**src/design/hrhs_pkg.sv**
```systemverilog
// shared types and constants for the http request head splitter
package hrhs_pkg;

    localparam int WIN_DEPTH  = 5;
    localparam int HEADER_CAP = 16;

    localparam logic [7:0] CHAR_CR = 8'h0D;
    localparam logic [7:0] CHAR_LF = 8'h0A;
    localparam logic [7:0] CHAR_SP = 8'h20;

    typedef enum logic [2:0] {
        EV_NONE      = 3'd0,
        EV_URI       = 3'd1,
        EV_VERSION   = 3'd2,
        EV_HDR_NAME  = 3'd3,
        EV_HDR_VALUE = 3'd4,
        EV_HEAD_END  = 3'd5
    } field_event_t;

    // one byte of the delay window with its tags
    typedef struct packed {
        logic [7:0]   val;
        logic [15:0]  off;
        field_event_t ev;
        logic [3:0]   idx;
    } slot_t;

    // one result beat
    typedef struct packed {
        slot_t      slot;
        logic [4:0] total;
        logic       ovf;
        logic       last;
    } result_t;

endpackage

```
**src/design/http_request_head_splitter_core.sv**
```systemverilog
// http request head splitter: delay window, delimiter marking and output skid
//
// channel  direction  handshake          payload
// s_       in         s_valid/s_ready    s_data_byte, s_end_of_buffer
// m_       out        m_valid/m_ready    m_out_byte .. m_last_out
// cfg_     in         cfg_we             cfg_wdata (header_limit)
//
// one input beat per cycle when no flush runs and the skid is empty; a byte
// leaves when the window is full and another is accepted. an end_of_buffer beat
// flushes the window: 1 to 5 beats, s_ready low, one per cycle if skid is empty.
// a two-entry output stage (register plus skid) keeps s_ready off m_ready.
// reset is synchronous and clears the window fill, counters and valids.
module http_request_head_splitter_core #(
    parameter int HEADER_SLOTS = 16
) (
    input  logic        aclk,
    input  logic        aresetn,

    input  logic        cfg_we,
    input  logic [4:0]  cfg_wdata,

    input  logic        s_valid,
    output logic        s_ready,
    input  logic [7:0]  s_data_byte,
    input  logic        s_end_of_buffer,

    output logic        m_valid,
    input  logic        m_ready,
    output logic [7:0]  m_out_byte,
    output logic [15:0] m_byte_offset,
    output logic [2:0]  m_field_event,
    output logic [3:0]  m_header_index,
    output logic [4:0]  m_header_total,
    output logic        m_header_overflow,
    output logic        m_last_out
);

    localparam int LIMIT_CAP_INT = (HEADER_SLOTS < hrhs_pkg::HEADER_CAP) ?
                                   HEADER_SLOTS : hrhs_pkg::HEADER_CAP;
    localparam logic [4:0] LIMIT_CAP = 5'(LIMIT_CAP_INT);
    localparam logic [2:0] FULL_FILL = 3'(hrhs_pkg::WIN_DEPTH - 1);

    logic [4:0]  header_limit_reg;

    hrhs_pkg::slot_t window_reg  [hrhs_pkg::WIN_DEPTH];
    hrhs_pkg::slot_t window_next [hrhs_pkg::WIN_DEPTH];
    hrhs_pkg::slot_t win_in      [hrhs_pkg::WIN_DEPTH];
    hrhs_pkg::slot_t ex_win      [hrhs_pkg::WIN_DEPTH];
    hrhs_pkg::slot_t new_slot;

    logic [2:0]  fill_reg;
    logic [15:0] position_reg;
    logic [1:0]  line_spaces_reg,  line_spaces_next;
    logic [4:0]  line_number_reg,  line_number_next;
    logic        uri_seen_reg,     uri_seen_next;
    logic        version_seen_reg, version_seen_next;
    logic        value_seen_reg,   value_seen_next;
    logic [4:0]  names_counted_reg, names_counted_next;
    logic        head_done_reg,    head_done_next;
    logic        overflow_reg,     overflow_next;
    logic [2:0]  drain_left_reg;

    hrhs_pkg::result_t out_reg, skid_reg, push_data;
    logic        m_valid_reg;
    logic        skid_valid_reg;

    logic        s_accept;
    logic        step_emit;
    logic        drain_push;
    logic        push;
    logic        draining;
    logic        is_end, is_crlf, kept;
    logic [4:0]  line;
    logic [4:0]  limit;

    assign draining   = (drain_left_reg != 3'd0);
    assign s_ready    = !draining && !skid_valid_reg;
    assign s_accept   = s_valid && s_ready;
    assign step_emit  = s_accept && !s_end_of_buffer && (fill_reg == FULL_FILL);
    assign drain_push = draining && !skid_valid_reg;
    assign push       = step_emit || drain_push;

    assign limit = (header_limit_reg < LIMIT_CAP) ? header_limit_reg : LIMIT_CAP;

    always_comb begin
        new_slot.val = s_data_byte;
        new_slot.off = position_reg;
        new_slot.ev  = hrhs_pkg::EV_NONE;
        new_slot.idx = 4'd0;
        for (int k = 0; k < hrhs_pkg::WIN_DEPTH - 1; k++) begin
            win_in[k] = window_reg[k];
        end
        win_in[hrhs_pkg::WIN_DEPTH - 1] = new_slot;
    end

    // judge the byte in slot 1 against its neighbors
    always_comb begin
        ex_win             = win_in;
        line_spaces_next   = line_spaces_reg;
        line_number_next   = line_number_reg;
        uri_seen_next      = uri_seen_reg;
        version_seen_next  = version_seen_reg;
        value_seen_next    = value_seen_reg;
        names_counted_next = names_counted_reg;
        head_done_next     = head_done_reg;
        overflow_next      = overflow_reg;
        is_end  = 1'b0;
        is_crlf = 1'b0;
        line    = line_number_reg - 5'd1;
        kept    = 1'b0;
        if (!head_done_reg) begin
            if (win_in[1].val == hrhs_pkg::CHAR_SP) begin
                if (line_spaces_reg != 2'd3) begin
                    line_spaces_next = line_spaces_reg + 2'd1;
                end
            end else if (win_in[1].val == hrhs_pkg::CHAR_CR &&
                         win_in[2].val == hrhs_pkg::CHAR_LF &&
                         win_in[3].val == hrhs_pkg::CHAR_CR &&
                         win_in[4].val == hrhs_pkg::CHAR_LF) begin
                is_end = 1'b1;
            end else if (win_in[1].val == hrhs_pkg::CHAR_CR &&
                         win_in[2].val == hrhs_pkg::CHAR_LF) begin
                is_crlf = 1'b1;
                if (line_number_reg != 5'd31) begin
                    line_number_next = line_number_reg + 5'd1;
                end
                line_spaces_next = 2'd0;
                value_seen_next  = 1'b0;
            end

            line = line_number_next - 5'd1;
            kept = (line < limit);

            if (is_end) begin
                for (int k = 1; k < hrhs_pkg::WIN_DEPTH; k++) begin
                    ex_win[k].val = 8'd0;
                end
                ex_win[1].ev   = hrhs_pkg::EV_HEAD_END;
                ex_win[1].idx  = 4'd0;
                head_done_next = 1'b1;
            end else if (line_number_next == 5'd0) begin
                // request line: method, uri, version
                if (line_spaces_next == 2'd1 && !uri_seen_reg) begin
                    uri_seen_next = 1'b1;
                    ex_win[1].val = 8'd0;
                    ex_win[2].ev  = hrhs_pkg::EV_URI;
                    ex_win[2].idx = 4'd0;
                end else if (line_spaces_next == 2'd2 && !version_seen_reg) begin
                    version_seen_next = 1'b1;
                    ex_win[1].val = 8'd0;
                    ex_win[2].ev  = hrhs_pkg::EV_VERSION;
                    ex_win[2].idx = 4'd0;
                end
            end else if (is_crlf) begin
                if (kept) begin
                    names_counted_next = names_counted_reg + 5'd1;
                    ex_win[1].val = 8'd0;
                    ex_win[2].val = 8'd0;
                    ex_win[3].ev  = hrhs_pkg::EV_HDR_NAME;
                    ex_win[3].idx = line[3:0];
                end else begin
                    overflow_next = 1'b1;
                end
            end else if (line_spaces_next == 2'd1 && !value_seen_reg) begin
                value_seen_next = 1'b1;
                if (kept) begin
                    // zero the colon and the space
                    ex_win[1].val = 8'd0;
                    ex_win[0].val = 8'd0;
                    ex_win[2].ev  = hrhs_pkg::EV_HDR_VALUE;
                    ex_win[2].idx = line[3:0];
                end else begin
                    overflow_next = 1'b1;
                end
            end
        end
    end

    always_comb begin
        window_next = window_reg;
        if (s_accept) begin
            if (s_end_of_buffer || fill_reg != FULL_FILL) begin
                window_next[fill_reg] = new_slot;
            end else begin
                for (int k = 0; k < hrhs_pkg::WIN_DEPTH - 1; k++) begin
                    window_next[k] = ex_win[k + 1];
                end
            end
        end else if (drain_push) begin
            for (int k = 0; k < hrhs_pkg::WIN_DEPTH - 1; k++) begin
                window_next[k] = window_reg[k + 1];
            end
        end
    end

    always_comb begin
        if (step_emit) begin
            push_data.slot  = ex_win[0];
            push_data.total = names_counted_next;
            push_data.ovf   = overflow_next;
            push_data.last  = 1'b0;
        end else begin
            push_data.slot  = window_reg[0];
            push_data.total = names_counted_reg;
            push_data.ovf   = overflow_reg;
            push_data.last  = (drain_left_reg == 3'd1);
        end
    end

    always_ff @(posedge aclk) begin
        window_reg <= window_next;

        if (!aresetn) begin
            header_limit_reg <= 5'd16;
        end else if (cfg_we) begin
            header_limit_reg <= cfg_wdata;
        end

        if (!aresetn) begin
            fill_reg         <= 3'd0;
            position_reg     <= 16'd0;
            line_spaces_reg  <= 2'd0;
            line_number_reg  <= 5'd0;
            uri_seen_reg     <= 1'b0;
            version_seen_reg <= 1'b0;
            value_seen_reg   <= 1'b0;
            names_counted_reg <= 5'd0;
            head_done_reg    <= 1'b0;
            overflow_reg     <= 1'b0;
            drain_left_reg   <= 3'd0;
        end else if (s_accept) begin
            if (position_reg != 16'hFFFF) begin
                position_reg <= position_reg + 16'd1;
            end
            if (s_end_of_buffer) begin
                drain_left_reg <= fill_reg + 3'd1;
            end else if (fill_reg != FULL_FILL) begin
                fill_reg <= fill_reg + 3'd1;
            end else begin
                line_spaces_reg   <= line_spaces_next;
                line_number_reg   <= line_number_next;
                uri_seen_reg      <= uri_seen_next;
                version_seen_reg  <= version_seen_next;
                value_seen_reg    <= value_seen_next;
                names_counted_reg <= names_counted_next;
                head_done_reg     <= head_done_next;
                overflow_reg      <= overflow_next;
            end
        end else if (drain_push) begin
            drain_left_reg <= drain_left_reg - 3'd1;
            if (drain_left_reg == 3'd1) begin
                // last flush beat: back to the start of a buffer
                fill_reg          <= 3'd0;
                position_reg      <= 16'd0;
                line_spaces_reg   <= 2'd0;
                line_number_reg   <= 5'd0;
                uri_seen_reg      <= 1'b0;
                version_seen_reg  <= 1'b0;
                value_seen_reg    <= 1'b0;
                names_counted_reg <= 5'd0;
                head_done_reg     <= 1'b0;
                overflow_reg      <= 1'b0;
            end
        end

        // output register with skid entry
        if (!aresetn) begin
            m_valid_reg    <= 1'b0;
            skid_valid_reg <= 1'b0;
        end else if (push) begin
            if (!m_valid_reg || m_ready) begin
                out_reg     <= push_data;
                m_valid_reg <= 1'b1;
            end else begin
                skid_reg       <= push_data;
                skid_valid_reg <= 1'b1;
            end
        end else if (m_valid_reg && m_ready) begin
            if (skid_valid_reg) begin
                out_reg        <= skid_reg;
                skid_valid_reg <= 1'b0;
            end else begin
                m_valid_reg <= 1'b0;
            end
        end
    end

    assign m_valid           = m_valid_reg;
    assign m_out_byte        = out_reg.slot.val;
    assign m_byte_offset     = out_reg.slot.off;
    assign m_field_event     = out_reg.slot.ev;
    assign m_header_index    = out_reg.slot.idx;
    assign m_header_total    = out_reg.total;
    assign m_header_overflow = out_reg.ovf;
    assign m_last_out        = out_reg.last;

    // an end-of-buffer beat always starts a flush
    a_eob_starts_flush: assert property (@(posedge aclk) disable iff (!aresetn)
        s_valid && s_ready && s_end_of_buffer |=> drain_left_reg != 3'd0)
        else $error("end-of-buffer beat did not start a flush");

    // the skid entry only fills behind a waiting output beat
    a_skid_behind_out: assert property (@(posedge aclk) disable iff (!aresetn)
        skid_valid_reg |-> m_valid_reg)
        else $error("skid entry held without an output beat");

    a_fill_bound: assert property (@(posedge aclk) disable iff (!aresetn)
        fill_reg <= FULL_FILL)
        else $error("window fill out of range");

    // header counts stay frozen while a flush is in progress
    a_flush_frozen: assert property (@(posedge aclk) disable iff (!aresetn)
        drain_left_reg > 3'd1 |=> $stable(names_counted_reg) && $stable(overflow_reg))
        else $error("header counters changed during flush");

endmodule

```
**config.mk**
```make
export PLATFORM = sky130hd
export DESIGN_NAME = http_request_head_splitter_core
export DESIGN_NICKNAME = d
export VERILOG_FILES = /design/src/design/hrhs_pkg.sv /design/src/design/http_request_head_splitter_core.sv
export SDC_FILE = /design/constraint.sdc
export NUM_CORES = 1
export LEC_CHECK = 0
export BUFFER_PORTS_ARGS = -buffer_cell sky130_fd_sc_hd__buf_2
export CORE_MARGIN = 3
export CORE_UTILIZATION = 40
export DETAILED_ROUTE_END_ITERATION = 7
export PLACE_DENSITY = 0.65
export REMOVE_ABC_BUFFERS = 1
export SLEW_MARGIN = 25
export SYNTH_ARGS = -nofsm -noshare
export SYNTH_HDL_FRONTEND = slang
export SYNTH_SLANG_ARGS = --single-unit
```
**constraint.sdc**
```tcl
create_clock -name aclk -period 5.7 [get_ports aclk]
set_input_delay 1.14 -clock aclk [delete_from_list [all_inputs] [get_ports aclk]]
set_output_delay 1.14 -clock aclk [all_outputs]
set_load 0.02 [all_outputs]
```
==> metrics, run 1 <==
Mapped Avg Cell Area 13.0 um^2; Cell variety after synth 87; Final min period 4.96 ns; vias in the first global route 7120; drt pass-1 iters 5; WHS 0.448 ns; Die Wd 175 um; remaining antenna violation count 0; # setup viols final 0; CTS H-tree depth 1; Die ar. 30700 um^2; maximum clock insertion buffer count 3; sequential-to-total area share from yosys stat 0.646; highest clock rate 0.202 GHz; top_reg_cell synth edfxtp_1; row cnt 61; setup ws final 0.740 ns; Synth Register Bits 262; worst clock skew 0.0111 ns; Syn. warnings 0; most common cell in the synthesized netlist edfxtp_1; ys async rst share 0; Mapped Area 11500 um^2; starting density of the core 0.409; Vias/cell 5.43; switching share of power 0.325; most common library cells after synthesis edfxtp_1, nand2_1, a22o_1; Int Power 4.63 mW; initial antenna violation count 0; # hold bufs at CTS 0; CTS root buf clkbuf_16; Seq pwr share 0.478; kind of critical path register to register; dominant cell type by area after synthesis edfxtp_1; CTS resizes 0; Clock Pin Slew Worst Setup and Hold Paths 0.06 ns; Largest register FFs 71; number of flops mapped to enable cells by yosys 216; nets 974; Setup Total Neg Slack 0 ns; TritonCTS clock tree done; ratio of cells with drive above 1 in the final layout 0.191; Sw Pwr 2.23 mW; Setup WS pre-CTS 0.259 ns; drt wl/cell 18.0 um; pwr dens 526 nW/um^2; WP data required 5.98 ns; Routed WL 24.2 mm; DRC viols 0; post-synth top area share 0.566; Buffers on Ports 58; Clock Sinks 262; Comb power frac 0.285; Startpoint Class register; final hold vios 0; ANT cells 0; CP max FO 10; leak pwr 4.83 nW; synthesis-to-layout area growth 13.6%; first-pass GRT wire length 39.1 mm; crit end category register; Worst-Margin Slew 0.913 ns; Area contributors post-synth edfxtp_1, dfxtp_1, a22o_1; unrepaired setup endpoints after global routing false; max-cap viol count 0; height of the die 175 um; IO Pins 59; core area 28000 um^2; Final period util 0.870; GRT Total Usage 0.157; GPL Wtd Cong 0.919; DR iter-0 viols 527; Mapped Cells 885; HP Class register to register; Post-CTS Setup Bufs 0; status finished, final reports clean; Clk Latency, worst-skew pair 0.54 ns; post-DP HPWL 16.1 mm; vias 7297; fin. max-slew vios 0; largest vdd supply drop 0.241 mV; total CTS buffers 28; Max-slew headroom 0.387; Critical Path AT 5.24 ns; pin count of the biggest net entering global routing 50; total grt overflow 0; Clock power frac 0.237
worst max-delay path, cell delays in order (launching register included):
cell and delay [ns]:
edfxtp_1 0.41, nor4_2 0.44, nand4_2 0.35, or4_4 0.65, and2_1 0.21, xnor2_1 0.22
ha_1 0.29, a21o_2 0.20, a21oi_1 0.32, o21ai_0 0.23, a2111o_1 0.50, a2111oi_4 0.40
buf_12 0.19, nor2b_2 0.05, mux2_4 0.25
through the flow:
stage                util  cell area, um^2  cells  power, mW
finish              0.465            13000   1343       6.86
global route        0.465            13000   1343       7.26
CTS                 0.465            13000   1343       6.93
detailed placement  0.435            12200   1291       5.29
global placement    0.435            12200   1291       5.24
floorplan               -            11300    838       4.61
worst paths after layout:
check / to / slack (ns) / start / cells past startpoint
max: m_out_byte[1] / 0.74 / win_in[85] / 14
min: skid_reg[27] / 0.45 / ex_win[144] / 0
max reg2reg: m_out_byte[1] / 0.74 / win_in[85] / 14
min reg2reg: skid_reg[27] / 0.45 / ex_win[144] / 0
power groups by stage:
stage / Combinational, mW / Sequential (mW) / Clock (mW)
final: 1.96 / 3.28 / 1.62
after global routing: 2.17 / 3.34 / 1.75
after CTS: 1.98 / 3.28 / 1.67
after detailed placement: 1.98 / 3.32 / 0
after global placement: 1.94 / 3.30 / 0
after floorplan: 1.20 / 3.40 / 0
cells in the final DEF (no fill, tap or decap), types with 11 or more instances in the layout:
cell and count:
ha_1 12, buf_4 16, dfxtp_1 46, nor3_1 12, buf_2 58, nand3_1 11
a21oi_1 29, nand2_1 113, nand4_1 12, o21ai_0 21, nor2_1 68, clkbuf_16 28
clkbuf_1 11, edfxtp_1 216, a22o_1 82, inv_1 22, xor2_1 11
kinds of logic (layout without fill, tap and decap cells):
| kind of cell | Yosys count | count (layout) | synth area share |
|---|---|---|---|
| simple gates | 293 | 293 | 0.131 |
| flops | 262 | 262 | 0.646 |
| compound gates | 208 | 208 | 0.148 |
| buf+inv | 71 | 151 | 0.0263 |
| xor+xnor | 20 | 20 | 0.0159 |
| mux | 18 | 18 | 0.0196 |
| fa+ha+maj | 12 | 12 | 0.0131 |
| other cells | 1 | 1 | 0.000327 |
final cells by class:
cell class,instances,area (um^2)
Fill cell,2522,15000
Sequential cell,262,7410
Multi-Input combinational cell,552,3800
Clock buffer,39,742
Tap cell,378,473
Timing Repair Buffer,75,430
Inverter,24,90.1
Clock inverter,13,82.6
per-layer routing:
layer | global-route usage | vias to the layer above | wire, um
met3 | 0.0262 | 37 | 1580
li1 | - | 3500 | -
met1 | 0.234 | 3540 | 11500
met4 | 0.0396 | 0 | 544
met5 | 0 | - | 0
met2 | 0.239 | 220 | 10600
(Power assumes the default switching activity.)
==> inputs of run 2 (changes only) <==
Settings changed: ABC_AREA from default to 1, SLEW_MARGIN 25 to 20.
==> run 2 against run 1 <==
Against the previous run:
- hold slack better by 0.00081 ns
- sequential power is 3% higher
- via count is 18% higher
- register-to-register slack better by 0.39 ns
- clock power is 20% higher
==> metrics, run 2 <==
status finished, final reports clean; core area 29100 um^2; most frequent cells in the layout nand2_1, edfxtp_1, o21ai_0, inv_1, nor2_1; WHS 0.449 ns; Critical Path AT 4.84 ns; CTS H-tree depth 1; remaining antenna violation count 0; Mapped Cells 1246; Mapped Area 12000 um^2; nets 1338; most common cell in the synthesized netlist nand2_1; sequential-to-total area share from yosys stat 0.619; total CTS buffers 28; unrepaired setup endpoints after global routing false; Largest register FFs 71; highest clock rate 0.219 GHz; kind of critical path register to register; vias 8639; largest vdd supply drop 0.251 mV; Post-CTS Setup Bufs 0; dominant cell type by area after synthesis edfxtp_1; ratio of cells with drive above 1 in the final layout 0.136; Startpoint Class register; top_reg_cell synth edfxtp_1; CP max FO 47; DR iter-0 viols 721; Mapped Avg Cell Area 9.61 um^2; final hold vios 0; placed cell areas 12700 um^2; DRC viols 0; fin. max-slew vios 0; worst clock skew 0.0265 ns; Vias/cell 5.04; IO Pins 59; row cnt 62; Worst-Margin Slew 1.02 ns; post-synth top area share 0.542; leak pwr 5.47 nW; initial antenna violation count 0; Max-slew headroom 0.316; Clock Pin Slew Worst Setup and Hold Paths 0.06 ns; most common library cells after synthesis nand2_1, edfxtp_1, o21ai_0; drt pass-1 iters 5; multi-input logic area 3970 um^2; drt wl/cell 15.0 um; GRT Total Usage 0.162; pin count of the biggest net entering global routing 53; crit end category register; Final period util 0.803; Routed WL 25.7 mm; total grt overflow 0; utilization after layout 0.471; GPL Wtd Cong 0.881; Cell variety after synth 45; number of flops mapped to enable cells by yosys 216; WP data required 5.96 ns; HP Class register to register; register area 7410 um^2; CTS root buf clkbuf_16; cell area after layout 13700 um^2; post-DP HPWL 17.5 mm; CTS resizes 0; Buffers on Ports 58; TritonCTS clock tree done; maximum clock insertion buffer count 3; commonest non-fill, non-tap cell in the layout nand2_1; Die Wd 179 um; height of the die 179 um; FILL cells 2720; vias in the first global route 8232; Setup Total Neg Slack 0 ns; first-pass GRT wire length 41.8 mm; Die ar. 32000 um^2; Final min period 4.58 ns; ANT cells 0; Clk Latency, worst-skew pair 0.56 ns; synthesis-to-layout area growth 14.5%; max-cap viol count 0; # setup viols final 0; pwr dens 558 nW/um^2; Clock Sinks 262; Synth Register Bits 262; Syn. warnings 0; Area contributors post-synth edfxtp_1, nand2_1, dfxtp_1; ys async rst share 0; starting density of the core 0.411; # hold bufs at CTS 0
[run 2: worst max-delay path, cell delays in order (launching register included)]
cell and delay (ns):
dfxtp_1 0.44, inv_1 0.11, ha_1 0.22, nand2_1 0.11
nor2_4 0.08, inv_2 0.15, nor2_4 0.05, buf_4 0.20
nor2_4 0.76, clkinv_1 1.07, o21ai_0 0.51, or3_1 0.16
inv_1 0.11, buf_4 0.29
[run 2: path summary, 6_finish.rpt]
path	start	slack, ns	endpoint	cells past startpoint
max	fill_reg[0]	1.12	m_byte_offset[2]	13
min	ex_win[145]	0.45	skid_reg[28]	0
max reg2reg	fill_reg[0]	1.12	m_byte_offset[2]	13
min reg2reg	ex_win[145]	0.45	skid_reg[28]	0
[run 2: area by class of cell]
| cell class | count | area share |
|---|---|---|
| repair buffers | 70 | 0.0278 |
| inverters | 123 | 0.0337 |
| clock inverters | 20 | 0.0200 |
| multi-input cells | 822 | 0.289 |
| flip-flops and latches | 262 | 0.540 |
| well taps | 384 | 0.0351 |
| clock buffers | 32 | 0.0538 |
[run 2: stage by stage]
stage,setup WS [ns],std cells,total power [mW]
CTS,1.08,1713,7.71
global placement,0.767,1661,5.67
global route,0.660,1713,8.15
detailed placement,0.649,1661,5.74
finish,1.12,1713,7.65
floorplan,-0.961,1207,4.92
[run 2: logic make-up after synthesis]
logic type,count (synthesis),share of synthesized area
fa+ha+maj,12,0.0125
other cells,1,0.000313
xor+xnor,6,0.00502
buf+inv,162,0.0519
simple gates,582,0.212
compound gates,221,0.0990
flops,262,0.619
[run 2: routing by layer]
metal	global-route usage	part of all wire	vias up
met5	0	0	-
met3	0.0267	0.066	44
met4	0.0390	0.021	0
met2	0.267	0.45	251
met1	0.224	0.46	4027
li1	-	-	4317
[run 2: report_power, final]
| group | total, mW | switching [mW] | internal (mW) |
|---|---|---|---|
| Combinational | 2.31 | 1.72 | 0.593 |
| Sequential | 3.39 | 0.252 | 3.14 |
| Clock | 1.95 | 0.742 | 1.20 |
| Total | 7.65 | 2.71 | 4.94 |
